$ cat config.mk
export PLATFORM = sky130hd
export DESIGN_NAME = text_to_integer_parser_unit
export DESIGN_NICKNAME = d
export VERILOG_FILES = /design/src/rtl/tip_pkg.sv /design/src/rtl/tip_front.sv /design/src/rtl/tip_queue.sv /design/src/rtl/tip_back.sv /design/src/rtl/text_to_integer_parser_unit.sv
export SDC_FILE = /design/constraint.sdc
export NUM_CORES = 2
export LEC_CHECK = 0
export ABC_CLOCK_PERIOD_IN_PS = 20100
export BUFFER_PORTS_ARGS = -buffer_cell sky130_fd_sc_hd__buf_4
export CORE_MARGIN = 4
export CORE_UTILIZATION = 40
export CTS_CLUSTER_SIZE = 8
export DETAILED_ROUTE_END_ITERATION = 10
export SETUP_SLACK_MARGIN = 0.4
export SYNTH_ARGS = -nofsm -noshare
export SYNTH_HDL_FRONTEND = slang
export SYNTH_SLANG_ARGS = --single-unit
$ cat constraint.sdc
create_clock -name clk -period 20.1 [get_ports clk]
set_input_delay 1.005 -clock clk [delete_from_list [all_inputs] [get_ports clk]]
set_output_delay 1.005 -clock clk [all_outputs]
set_load 0.1 [all_outputs]
$ cat src/rtl/tip_pkg.sv
// Shared types, constants and character helpers for the text to integer parser.
// No dependencies; every other file imports this package.
`default_nettype none

package tip_pkg;

    localparam int WORD_BITS   = 64;
    localparam int INDEX_BITS  = 16;
    localparam int VALUE_BITS  = 64;
    localparam int STATUS_BITS = 2;
    localparam int END_BITS    = 16;
    localparam int CHAR_BITS   = 8;
    localparam int BASE_BITS   = 6;
    localparam int DIGIT_BITS  = 6;
    localparam int PROD_BITS   = WORD_BITS + BASE_BITS;
    localparam int QUEUE_DEPTH = 4;
    localparam int QPTR_BITS   = $clog2(QUEUE_DEPTH);
    localparam int QCNT_BITS   = $clog2(QUEUE_DEPTH + 1);
    localparam int CFG_IDX_BITS = 1;

    localparam logic [BASE_BITS-1:0]  BASE_RESET = 6'd10;
    localparam logic [BASE_BITS-1:0]  BASE_AUTO  = 6'd0;
    localparam logic [BASE_BITS-1:0]  BASE_ONE   = 6'd1;
    localparam logic [BASE_BITS-1:0]  BASE_OCT   = 6'd8;
    localparam logic [BASE_BITS-1:0]  BASE_DEC   = 6'd10;
    localparam logic [BASE_BITS-1:0]  BASE_HEX   = 6'd16;
    localparam logic [BASE_BITS-1:0]  BASE_MAX   = 6'd36;
    localparam logic [DIGIT_BITS-1:0] DIGIT_NONE = 6'd63;

    localparam logic [CHAR_BITS-1:0] CHAR_NUL   = 8'h00;
    localparam logic [CHAR_BITS-1:0] CHAR_X_LO  = 8'h78;
    localparam logic [CHAR_BITS-1:0] CHAR_X_UP  = 8'h58;
    localparam logic [CHAR_BITS-1:0] CHAR_PLUS  = 8'h2b;
    localparam logic [CHAR_BITS-1:0] CHAR_MINUS = 8'h2d;

    localparam logic [CFG_IDX_BITS-1:0] CFG_NUMBER_BASE = 1'b0;
    localparam logic [CFG_IDX_BITS-1:0] CFG_SIGNED_MODE = 1'b1;

    typedef enum logic [2:0] {
        PH_SPACE,
        PH_BODY,
        PH_ZERO,
        PH_ZEROX,
        PH_DIGITS,
        PH_DONE
    } phase_t;

    typedef enum logic [STATUS_BITS-1:0] {
        ST_OK,
        ST_NO_DIGITS,
        ST_RANGE,
        ST_BAD_BASE
    } status_t;

    // one classified byte, front to back
    typedef struct packed {
        logic                  term;
        logic                  first;
        logic                  space;
        logic                  minus;
        logic                  plus;
        logic                  letter_x;
        logic [DIGIT_BITS-1:0] digit;
        logic [BASE_BITS-1:0]  base;
    } tip_item_t;

    function automatic logic [DIGIT_BITS-1:0] digit_of(input logic [CHAR_BITS-1:0] c);
        logic [DIGIT_BITS-1:0] d;
        d = DIGIT_NONE;
        if (c >= 8'h30 && c <= 8'h39)
            d = DIGIT_BITS'(c - 8'h30);
        else if (c >= 8'h61 && c <= 8'h7a)
            d = DIGIT_BITS'(c - 8'h61 + 8'd10);
        else if (c >= 8'h41 && c <= 8'h5a)
            d = DIGIT_BITS'(c - 8'h41 + 8'd10);
        return d;
    endfunction

    function automatic logic is_space(input logic [CHAR_BITS-1:0] c);
        return (c == 8'h20) || (c == 8'h09) || (c == 8'h0a) ||
               (c == 8'h0d) || (c == 8'h0c) || (c == 8'h0b);
    endfunction

endpackage

`default_nettype wire

$ cat src/rtl/tip_front.sv
// Front end: accepts bytes, classifies them and pushes one item per byte into the queue.
// Depends on tip_pkg.
`default_nettype none

module tip_front
    import tip_pkg::*;
(
    input  wire logic                 clk,
    input  wire logic                 rst_n,
    input  wire logic                 in_valid,
    output logic                      in_ready,
    input  wire logic [CHAR_BITS-1:0] char_in,
    input  wire logic [BASE_BITS-1:0] number_base,
    input  wire logic                 q_full,
    output logic                      push,
    output tip_item_t                 item
);

    logic first_reg;
    logic first_next;

    assign in_ready = !q_full;
    assign push     = in_valid && in_ready;

    // first byte of a string samples the base register
    always_comb
    begin
        first_next = first_reg;
        if (push)
            first_next = (char_in == CHAR_NUL);
    end

    always_ff @(posedge clk or negedge rst_n)
    begin
        if (!rst_n)
            first_reg <= 1'b1;
        else
            first_reg <= first_next;
    end

    always_comb
    begin
        item.term     = (char_in == CHAR_NUL);
        item.first    = first_reg;
        item.space    = is_space(char_in);
        item.minus    = (char_in == CHAR_MINUS);
        item.plus     = (char_in == CHAR_PLUS);
        item.letter_x = (char_in == CHAR_X_LO) || (char_in == CHAR_X_UP);
        item.digit    = digit_of(char_in);
        item.base     = number_base;
    end

endmodule

`default_nettype wire

$ cat src/rtl/tip_queue.sv
// Short item queue between the front and back ends.
// Depends on tip_pkg.
`default_nettype none

module tip_queue
    import tip_pkg::*;
(
    input  wire logic      clk,
    input  wire logic      rst_n,
    input  wire logic      push,
    input  wire tip_item_t wr_item,
    output logic           full,
    input  wire logic      pop,
    output logic           empty,
    output tip_item_t      rd_item
);

    tip_item_t              entries_reg [QUEUE_DEPTH];
    logic [QPTR_BITS-1:0]   wr_ptr_reg;
    logic [QPTR_BITS-1:0]   wr_ptr_next;
    logic [QPTR_BITS-1:0]   rd_ptr_reg;
    logic [QPTR_BITS-1:0]   rd_ptr_next;
    logic [QCNT_BITS-1:0]   count_reg;
    logic [QCNT_BITS-1:0]   count_next;

    assign full    = (count_reg == QCNT_BITS'(QUEUE_DEPTH));
    assign empty   = (count_reg == '0);
    assign rd_item = entries_reg[rd_ptr_reg];

    always_comb
    begin
        wr_ptr_next = wr_ptr_reg;
        rd_ptr_next = rd_ptr_reg;
        count_next  = count_reg;
        if (push)
            wr_ptr_next = (wr_ptr_reg == QPTR_BITS'(QUEUE_DEPTH - 1)) ? '0 : wr_ptr_reg + 1'b1;
        if (pop)
            rd_ptr_next = (rd_ptr_reg == QPTR_BITS'(QUEUE_DEPTH - 1)) ? '0 : rd_ptr_reg + 1'b1;
        if (push && !pop)
            count_next = count_reg + 1'b1;
        else if (pop && !push)
            count_next = count_reg - 1'b1;
    end

    always_ff @(posedge clk or negedge rst_n)
    begin
        if (!rst_n)
        begin
            wr_ptr_reg <= '0;
            rd_ptr_reg <= '0;
            count_reg  <= '0;
        end
        else
        begin
            wr_ptr_reg <= wr_ptr_next;
            rd_ptr_reg <= rd_ptr_next;
            count_reg  <= count_next;
        end
    end

    always_ff @(posedge clk)
    begin
        if (push)
            entries_reg[wr_ptr_reg] <= wr_item;
    end

endmodule

`default_nettype wire

$ cat src/rtl/tip_back.sv
// Back end: parse state machine, digit accumulator and result register.
// Depends on tip_pkg.
`default_nettype none

module tip_back
    import tip_pkg::*;
(
    input  wire logic                   clk,
    input  wire logic                   rst_n,
    input  wire tip_item_t              item,
    input  wire logic                   empty,
    output logic                        pop,
    input  wire logic                   signed_mode,
    output logic                        out_valid,
    input  wire logic                   out_ready,
    output logic [VALUE_BITS-1:0]       value,
    output logic [STATUS_BITS-1:0]      status,
    output logic [END_BITS-1:0]         end_index
);

    phase_t                  phase_reg;
    phase_t                  phase_next;
    logic [WORD_BITS-1:0]    acc_reg;
    logic [WORD_BITS-1:0]    acc_next;
    logic                    ovf_reg;
    logic                    ovf_next;
    logic                    neg_reg;
    logic                    neg_next;
    logic [BASE_BITS-1:0]    base_reg;
    logic [BASE_BITS-1:0]    base_next;
    logic [INDEX_BITS-1:0]   byte_index_reg;
    logic [INDEX_BITS-1:0]   byte_index_next;
    logic [INDEX_BITS-1:0]   stop_index_reg;
    logic [INDEX_BITS-1:0]   stop_index_next;
    logic                    digit_seen_reg;
    logic                    digit_seen_next;

    logic                    out_valid_reg;
    logic                    out_valid_next;
    logic [VALUE_BITS-1:0]   value_reg;
    logic [VALUE_BITS-1:0]   value_next;
    status_t                 status_reg;
    status_t                 status_next;
    logic [END_BITS-1:0]     end_reg;
    logic [END_BITS-1:0]     end_next;

    logic [BASE_BITS-1:0]    base_cur;
    logic                    base_bad;
    logic [BASE_BITS-1:0]    mul_base;
    logic [PROD_BITS-1:0]    prod;
    logic                    prod_ovf;
    logic                    digit_ok;
    logic [INDEX_BITS-1:0]   idx_inc;
    logic                    take;
    logic                    zstart;
    logic                    neg_set;
    logic                    finish;

    logic [WORD_BITS-1:0]    lim;
    logic [WORD_BITS-1:0]    acc_neg;
    logic [WORD_BITS-1:0]    v_word;
    logic [31:0]             stop_ext;

    assign finish   = pop && item.term;
    assign pop      = !empty && (!item.term || !out_valid_reg || out_ready);
    assign base_cur = item.first ? item.base : base_reg;
    assign base_bad = (base_cur == BASE_ONE) || (base_cur > BASE_MAX);
    assign idx_inc  = (byte_index_reg == '1) ? byte_index_reg : byte_index_reg + 1'b1;

    always_comb
    begin
        case (phase_reg)
            PH_ZEROX:          mul_base = BASE_HEX;
            PH_SPACE, PH_BODY: mul_base = (base_cur == BASE_AUTO) ? BASE_DEC : base_cur;
            default:           mul_base = base_cur;
        endcase
    end

    // acc * base + digit; anything above the word is overflow
    assign prod     = PROD_BITS'(acc_reg) * PROD_BITS'(mul_base) + PROD_BITS'(item.digit);
    assign prod_ovf = |prod[PROD_BITS-1:WORD_BITS];
    assign digit_ok = (item.digit < mul_base);

    // next state and action decode
    always_comb
    begin
        logic body_go;
        body_go    = 1'b0;
        phase_next = phase_reg;
        take       = 1'b0;
        zstart     = 1'b0;
        neg_set    = 1'b0;
        if (pop)
        begin
            if (item.term)
                phase_next = PH_SPACE;
            else
            begin
                case (phase_reg)
                    PH_SPACE:
                    begin
                        if (item.space)
                            phase_next = PH_SPACE;
                        else if (item.minus)
                        begin
                            neg_set    = 1'b1;
                            phase_next = PH_BODY;
                        end
                        else if (item.plus)
                            phase_next = PH_BODY;
                        else
                            body_go = 1'b1;
                    end
                    PH_BODY:
                        body_go = 1'b1;
                    PH_ZERO:
                    begin
                        if (item.letter_x)
                            phase_next = PH_ZEROX;
                        else
                            take = 1'b1;
                    end
                    PH_ZEROX:
                    begin
                        if (item.digit < BASE_HEX)
                            take = 1'b1;
                        else
                            phase_next = PH_DONE;
                    end
                    PH_DIGITS:
                        take = 1'b1;
                    default:
                        phase_next = phase_reg;
                endcase
                if (body_go)
                begin
                    if (base_bad)
                        phase_next = PH_DONE;
                    else if ((base_cur == BASE_AUTO || base_cur == BASE_HEX) &&
                             item.digit == '0)
                    begin
                        zstart     = 1'b1;
                        phase_next = PH_ZERO;
                    end
                    else
                        take = 1'b1;
                end
                if (take)
                    phase_next = digit_ok ? PH_DIGITS : PH_DONE;
            end
        end
    end

    // parse datapath
    always_comb
    begin
        acc_next        = acc_reg;
        ovf_next        = ovf_reg;
        neg_next        = neg_reg;
        base_next       = base_reg;
        byte_index_next = byte_index_reg;
        stop_index_next = stop_index_reg;
        digit_seen_next = digit_seen_reg;
        if (pop)
        begin
            if (item.term)
            begin
                acc_next        = '0;
                ovf_next        = 1'b0;
                neg_next        = 1'b0;
                base_next       = BASE_AUTO;
                byte_index_next = '0;
                stop_index_next = '0;
                digit_seen_next = 1'b0;
            end
            else
            begin
                base_next       = base_cur;
                byte_index_next = idx_inc;
                if (neg_set)
                    neg_next = 1'b1;
                if (zstart)
                begin
                    acc_next        = '0;
                    digit_seen_next = 1'b1;
                    stop_index_next = idx_inc;
                    base_next       = (base_cur == BASE_AUTO) ? BASE_OCT : base_cur;
                end
                if (take)
                begin
                    base_next = mul_base;
                    if (digit_ok)
                    begin
                        acc_next        = prod[WORD_BITS-1:0];
                        ovf_next        = ovf_reg || prod_ovf;
                        digit_seen_next = 1'b1;
                        stop_index_next = idx_inc;
                    end
                end
            end
        end
    end

    // result formatting on the terminating byte
    assign lim      = {1'b1, {(WORD_BITS - 1){1'b0}}};
    assign acc_neg  = '0 - acc_reg;
    assign stop_ext = 32'(stop_index_reg);

    always_comb
    begin
        v_word      = '0;
        status_next = ST_OK;
        end_next    = '0;
        value_next  = '0;
        if (base_bad)
            status_next = ST_BAD_BASE;
        else if (!digit_seen_reg)
            status_next = ST_NO_DIGITS;
        else
        begin
            end_next = (stop_ext > 32'h0000_ffff) ? '1 : stop_ext[END_BITS-1:0];
            if (!signed_mode)
            begin
                if (ovf_reg)
                begin
                    v_word      = '1;
                    status_next = ST_RANGE;
                end
                else
                    v_word = neg_reg ? acc_neg : acc_reg;
                value_next = VALUE_BITS'(v_word);
            end
            else
            begin
                if (ovf_reg || acc_reg > lim || (acc_reg == lim && !neg_reg))
                begin
                    v_word      = neg_reg ? lim : lim - 1'b1;
                    status_next = ST_RANGE;
                end
                else
                    v_word = neg_reg ? acc_neg : acc_reg;
                value_next = VALUE_BITS'($signed(v_word));
            end
        end
    end

    assign out_valid_next = finish || (out_valid_reg && !out_ready);

    always_ff @(posedge clk or negedge rst_n)
    begin
        if (!rst_n)
        begin
            phase_reg      <= PH_SPACE;
            acc_reg        <= '0;
            ovf_reg        <= 1'b0;
            neg_reg        <= 1'b0;
            base_reg       <= BASE_AUTO;
            byte_index_reg <= '0;
            stop_index_reg <= '0;
            digit_seen_reg <= 1'b0;
            out_valid_reg  <= 1'b0;
        end
        else
        begin
            phase_reg      <= phase_next;
            acc_reg        <= acc_next;
            ovf_reg        <= ovf_next;
            neg_reg        <= neg_next;
            base_reg       <= base_next;
            byte_index_reg <= byte_index_next;
            stop_index_reg <= stop_index_next;
            digit_seen_reg <= digit_seen_next;
            out_valid_reg  <= out_valid_next;
        end
    end

    always_ff @(posedge clk)
    begin
        if (finish)
        begin
            value_reg  <= value_next;
            status_reg <= status_next;
            end_reg    <= end_next;
        end
    end

    assign out_valid = out_valid_reg;
    assign value     = value_reg;
    assign status    = status_reg;
    assign end_index = end_reg;

    a_finish_clears: assert property (@(posedge clk) disable iff (!rst_n)
        finish |=> (phase_reg == PH_SPACE && byte_index_reg == '0 && out_valid_reg))
        else $error("parse state not cleared after terminator");

    a_stop_without_digit: assert property (@(posedge clk) disable iff (!rst_n)
        !digit_seen_reg |-> (stop_index_reg == '0))
        else $error("stop index set with no digit");

    a_stop_le_byte: assert property (@(posedge clk) disable iff (!rst_n)
        stop_index_reg <= byte_index_reg)
        else $error("stop index past byte index");

    a_number_phase_digit: assert property (@(posedge clk) disable iff (!rst_n)
        (phase_reg == PH_ZERO || phase_reg == PH_ZEROX || phase_reg == PH_DIGITS)
        |-> digit_seen_reg)
        else $error("number phase without digit");

endmodule

`default_nettype wire

$ cat src/rtl/text_to_integer_parser_unit.sv
// Text to integer parser, top level: configuration registers, front end, queue, back end.
// Depends on tip_pkg, tip_front, tip_queue and tip_back.
//
// Usage:
//   Bytes of a string arrive on in_valid/in_ready/char_in, one per cycle while
//   in_ready is high. A zero byte ends the string and yields exactly one result
//   on out_valid/out_ready with value, status and end_index; other bytes yield none.
//   Configuration: cfg_valid/cfg_ready/cfg_index/cfg_data; index 0 is the number
//   base (0 = auto, 2..36), index 1 the signed mode. cfg_ready is always high.
//   Write only while no string is in flight; the base is sampled on a string's
//   first byte.
//   Throughput: one byte per cycle while the queue is not full. The loop that sets
//   it is the accumulator update, a 64 x 6 multiply-add per digit.
//   Result path: the result register is loaded the cycle a zero byte leaves the
//   4-entry queue; a terminating byte is written into a queue entry, then loaded
//   into the result register, and out_valid rises once that register is loaded.
//   Stall: while a result waits on out_ready, non-terminating bytes keep being
//   parsed; a second terminator waits in the queue, and in_ready drops only
//   when the queue is full.
//   Reset: queue empty, no result pending, parser at leading whitespace,
//   base register 10, unsigned mode.
`default_nettype none

module text_to_integer_parser_unit
    import tip_pkg::*;
(
    input  wire logic                    clk,
    input  wire logic                    rst_n,
    input  wire logic                    in_valid,
    output logic                         in_ready,
    input  wire logic [CHAR_BITS-1:0]    char_in,
    output logic                         out_valid,
    input  wire logic                    out_ready,
    output logic [VALUE_BITS-1:0]        value,
    output logic [STATUS_BITS-1:0]       status,
    output logic [END_BITS-1:0]          end_index,
    input  wire logic                    cfg_valid,
    output logic                         cfg_ready,
    input  wire logic [CFG_IDX_BITS-1:0] cfg_index,
    input  wire logic [BASE_BITS-1:0]    cfg_data
);

    logic [BASE_BITS-1:0] number_base_reg;
    logic [BASE_BITS-1:0] number_base_next;
    logic                 signed_mode_reg;
    logic                 signed_mode_next;

    logic      push;
    logic      pop;
    logic      q_full;
    logic      q_empty;
    tip_item_t wr_item;
    tip_item_t rd_item;

    assign cfg_ready = 1'b1;

    always_comb
    begin
        number_base_next = number_base_reg;
        signed_mode_next = signed_mode_reg;
        if (cfg_valid && cfg_ready)
        begin
            case (cfg_index)
                CFG_NUMBER_BASE: number_base_next = cfg_data;
                CFG_SIGNED_MODE: signed_mode_next = cfg_data[0];
                default:         number_base_next = number_base_reg;
            endcase
        end
    end

    always_ff @(posedge clk or negedge rst_n)
    begin
        if (!rst_n)
        begin
            number_base_reg <= BASE_RESET;
            signed_mode_reg <= 1'b0;
        end
        else
        begin
            number_base_reg <= number_base_next;
            signed_mode_reg <= signed_mode_next;
        end
    end

    tip_front u_front (
        .clk         (clk),
        .rst_n       (rst_n),
        .in_valid    (in_valid),
        .in_ready    (in_ready),
        .char_in     (char_in),
        .number_base (number_base_reg),
        .q_full      (q_full),
        .push        (push),
        .item        (wr_item)
    );

    tip_queue u_queue (
        .clk     (clk),
        .rst_n   (rst_n),
        .push    (push),
        .wr_item (wr_item),
        .full    (q_full),
        .pop     (pop),
        .empty   (q_empty),
        .rd_item (rd_item)
    );

    tip_back u_back (
        .clk         (clk),
        .rst_n       (rst_n),
        .item        (rd_item),
        .empty       (q_empty),
        .pop         (pop),
        .signed_mode (signed_mode_reg),
        .out_valid   (out_valid),
        .out_ready   (out_ready),
        .value       (value),
        .status      (status),
        .end_index   (end_index)
    );

endmodule

`default_nettype wire

==> flow_metrics.py <==
metrics = {
    "cts": {
        "cts_root_buf": "clkbuf_16",
        "cts.repair.resized": 0,
        "cts_made_buffers": 42,
        "insertion_delay_ps": 590,
        "htreeDepth": 2,
        "postCtsSetupBuffers": 0,
        "clk_pin_slew_ps": 60,
        "cts.path.max_buffers": 3,
        "clock_sinks": 278,
        "cts_tree": "done",
        "hold_buffers": 0,
    },
    "timing": {
        "finalCritPeriodShare_pct": 50.0,
        "fin_ws_ps": 10050,
        "tightestPinTransition_ps": 1140,
        "clock.fmax_mhz": 99.5,
        "finalSetupTns_ps": 0,
        "finalClockSkew_ps": 47.5,
        "layout_min_cycle_time_ps": 10050,
        "max-slew-margin-rel_pct": 23.8,
        "hold_violations": 0,
        "rsz0062_at_grt": "no",
        "slew_violations": 0,
        "finalSetupViolCount": 0,
    },
    "yosys": {
        "synthTopCellsByCount": "nand2_1 (286), fa_1 (253), and2_1 (217), clkbuf_1 (190), a21oi_1 (175)",
        "yosys_register_bits": 278,
        "yosysTopAreaCell": "fa_1",
        "async_flop_share_pct": 44.6,
        "synth_top_cell_area_share_pct": 19.0,
        "yosys_warnings": 0,
        "syn_nets": 3225,
        "synth-seq-area-share_pct": 29.0,
        "netlist-cell-type-count": 73,
        "synth_edf_count": 154,
        "synth.avg_cell_area_um2": 9.57,
        "synthTopCellsByArea": "fa_1 (19%), edfxtp_1 (17%), dfrtp_1 (11%), ha_1 (7.9%), and2_1 (5.1%)",
        "syn-cell-area_mm2": 0.0266,
        "syn_inst": 2783,
        "synth.most_common_cell": "nand2_1",
        "synthFlopType": "edfxtp_1",
    },
    "die": {
        "io_pins": 105,
        "start_util_pct": 40.4,
        "die_area_mm2": 0.0708,
        "die_h_um": 266,
        "chipWidth_um": 266,
        "fp-row-count": 94,
        "core_area_mm2": 0.0659,
    },
    "place": {
        "dp_hpwl_um": 56000,
        "pre_cts_ws_ps": 10280,
        "portBuffers": 103,
        "gp_congestion": 0.943,
    },
    "worst_setup_path": {
        "worst-endpoint-required_ps": 20560,
        "critPathMaxStageDelay_ps": 920,
        "critPathKind": "reg -> reg",
        "cpMaxStageDelayCell": "dfrtp_1",
        "rr_endpoint": "u_back.acc_reg[56]",
        "path_max_fanout": 46,
        "reg2reg_depth": 30,
        "timing.rr.start": "u_queue.rd_ptr_reg[1]",
        "end_kind": "flip-flop",
        "crit_start": "u_queue.rd_ptr_reg[1]",
        "rrSetupSlack_ps": 10050,
        "cp_data_arrival_time_ps": 10510,
        "startpoint_type": "flip-flop",
    },
    "final_layout": {
        "multi_input_area_mm2": 0.0175,
        "largest_register_ffs": 72,
        "diodes": 0,
        "synthToLayoutAreaGrowth_pct": 9.79,
        "seqCellArea_mm2": 0.00773,
        "fin_nets": 3187,
        "drive_above_1_share_pct": 9.14,
        "fillerInstances": 6296,
    },
    "routing": {
        "via_count": 20829,
        "firstDrtPassIters": 7,
        "finalWirelength_um": 78000,
        "wire_per_inst_um": 21.4,
        "drtIter0Drc": 1420,
        "ant_nets": 0,
        "drc": 0,
        "viasPerCell": 5.72,
    },
    "flow_run": {
        "drv_cap": 0,
    },
    "status": {
        "status": "finished clean",
    },
    "min_path": {
        "hold_path.class": "in -> async",
    },
    "global_routing": {
        "grt_pass1_wl_um": 125000,
        "track_usage_pct": 22.2,
        "grt_pass1_vias": 21979,
        "overflow": 0,
        "grt_max_degree": 79,
        "antenna_found_initial": 1,
    },
}
-- cell families after synthesis --
family	Yosys count	synth area share [%]
AO/OA/AOI/OAI	554	12.8
other	1	0.0141
multiplexers	48	2.73
XOR/XNOR	126	4.14
flip-flops	278	29.0
AND/OR/NAND/NOR	975	18.9
buffers and inverters	379	5.46
adder cells (fa/ha/maj)	422	27.0
-- metrics by stage --
stage	area [um^2]	util, %	std cells	hold slack [ps]
2_1_floorplan	26600	-	2783	440
3_5_place_dp	27900	42.4	3565	466
3_3_place_gp	27900	42.4	3565	463
4_1_cts	29200	44.4	3643	478
6_report	29200	44.4	3643	479
5_1_grt	29200	44.4	3643	511
-- critical path: cells and delay by family, from the launching register on --
kind / cells / cell delay [ps]
fa+ha+maj: 5 / 2020
xor+xnor: 1 / 180
buf+inv: 6 / 960
simple gates: 7 / 1290
mux: 2 / 1320
flops: 1 / 920
compound gates: 9 / 3200
-- placed cells by master (no fill, tap or decap), types with 7 or more instances in the layout --
cell / count
and3_1: 133
xor2_1: 51
o21bai_1: 14
o21a_1: 11
a21oi_1: 174
nand4_1: 34
mux4_2: 18
xnor2_1: 75
dfrtp_1: 120
o21ai_0: 153
and2_1: 217
ha_1: 169
o31ai_1: 27
a31oi_1: 25
nand2_1: 284
a22o_1: 10
nor2_1: 139
o22ai_1: 8
or3_1: 21
buf_4: 128
nor3_1: 28
clkbuf_16: 42
mux2i_1: 12
edfxtp_1: 154
or4_1: 9
clkbuf_1: 27
a211oi_1: 9
o2111ai_1: 8
nor4_1: 18
a21o_1: 47
inv_1: 167
or2_2: 10
fa_1: 253
nand2b_1: 17
nand3_1: 29
nor3b_1: 9
o211ai_1: 8
mux2_2: 18
a221oi_1: 7
-- worst max path at each step --
stage	end	cells past startpoint	slack, ps
2_1_floorplan	u_back.acc_reg[62]	29	12100
3_3_place_gp	u_back.acc_reg[56]	30	10360
3_5_place_dp	u_back.acc_reg[56]	30	10280
4_1_cts	u_back.acc_reg[56]	30	10210
5_1_grt	u_back.acc_reg[56]	30	9550
6_report	u_back.acc_reg[56]	30	10050
-- routing by layer --
metal / vias to the layer above / wire [um] / GRT usage (%)
li1: 9499 / - / -
met1: 10485 / 32800 / 29.4
met4: 0 / 2850 / 7.66
met5: - / 0 / 0
met2: 713 / 36600 / 36.3
met3: 132 / 5680 / 4.64
-- area by class of cell --
| class | instances | area share [%] |
|---|---|---|
| Inverter | 168 | 2.16 |
| Tap cell | 864 | 3.70 |
| Sequential cell | 278 | 26.4 |
| Clock buffer | 74 | 4.18 |
| Timing Repair Buffer | 129 | 3.32 |
| Multi-Input combinational cell | 2126 | 59.9 |
| Clock inverter | 4 | 0.325 |
Power is left out: the tool's default activity adds up to more than one toggle a clock period on the data nets, which glitch-free logic cannot reach.
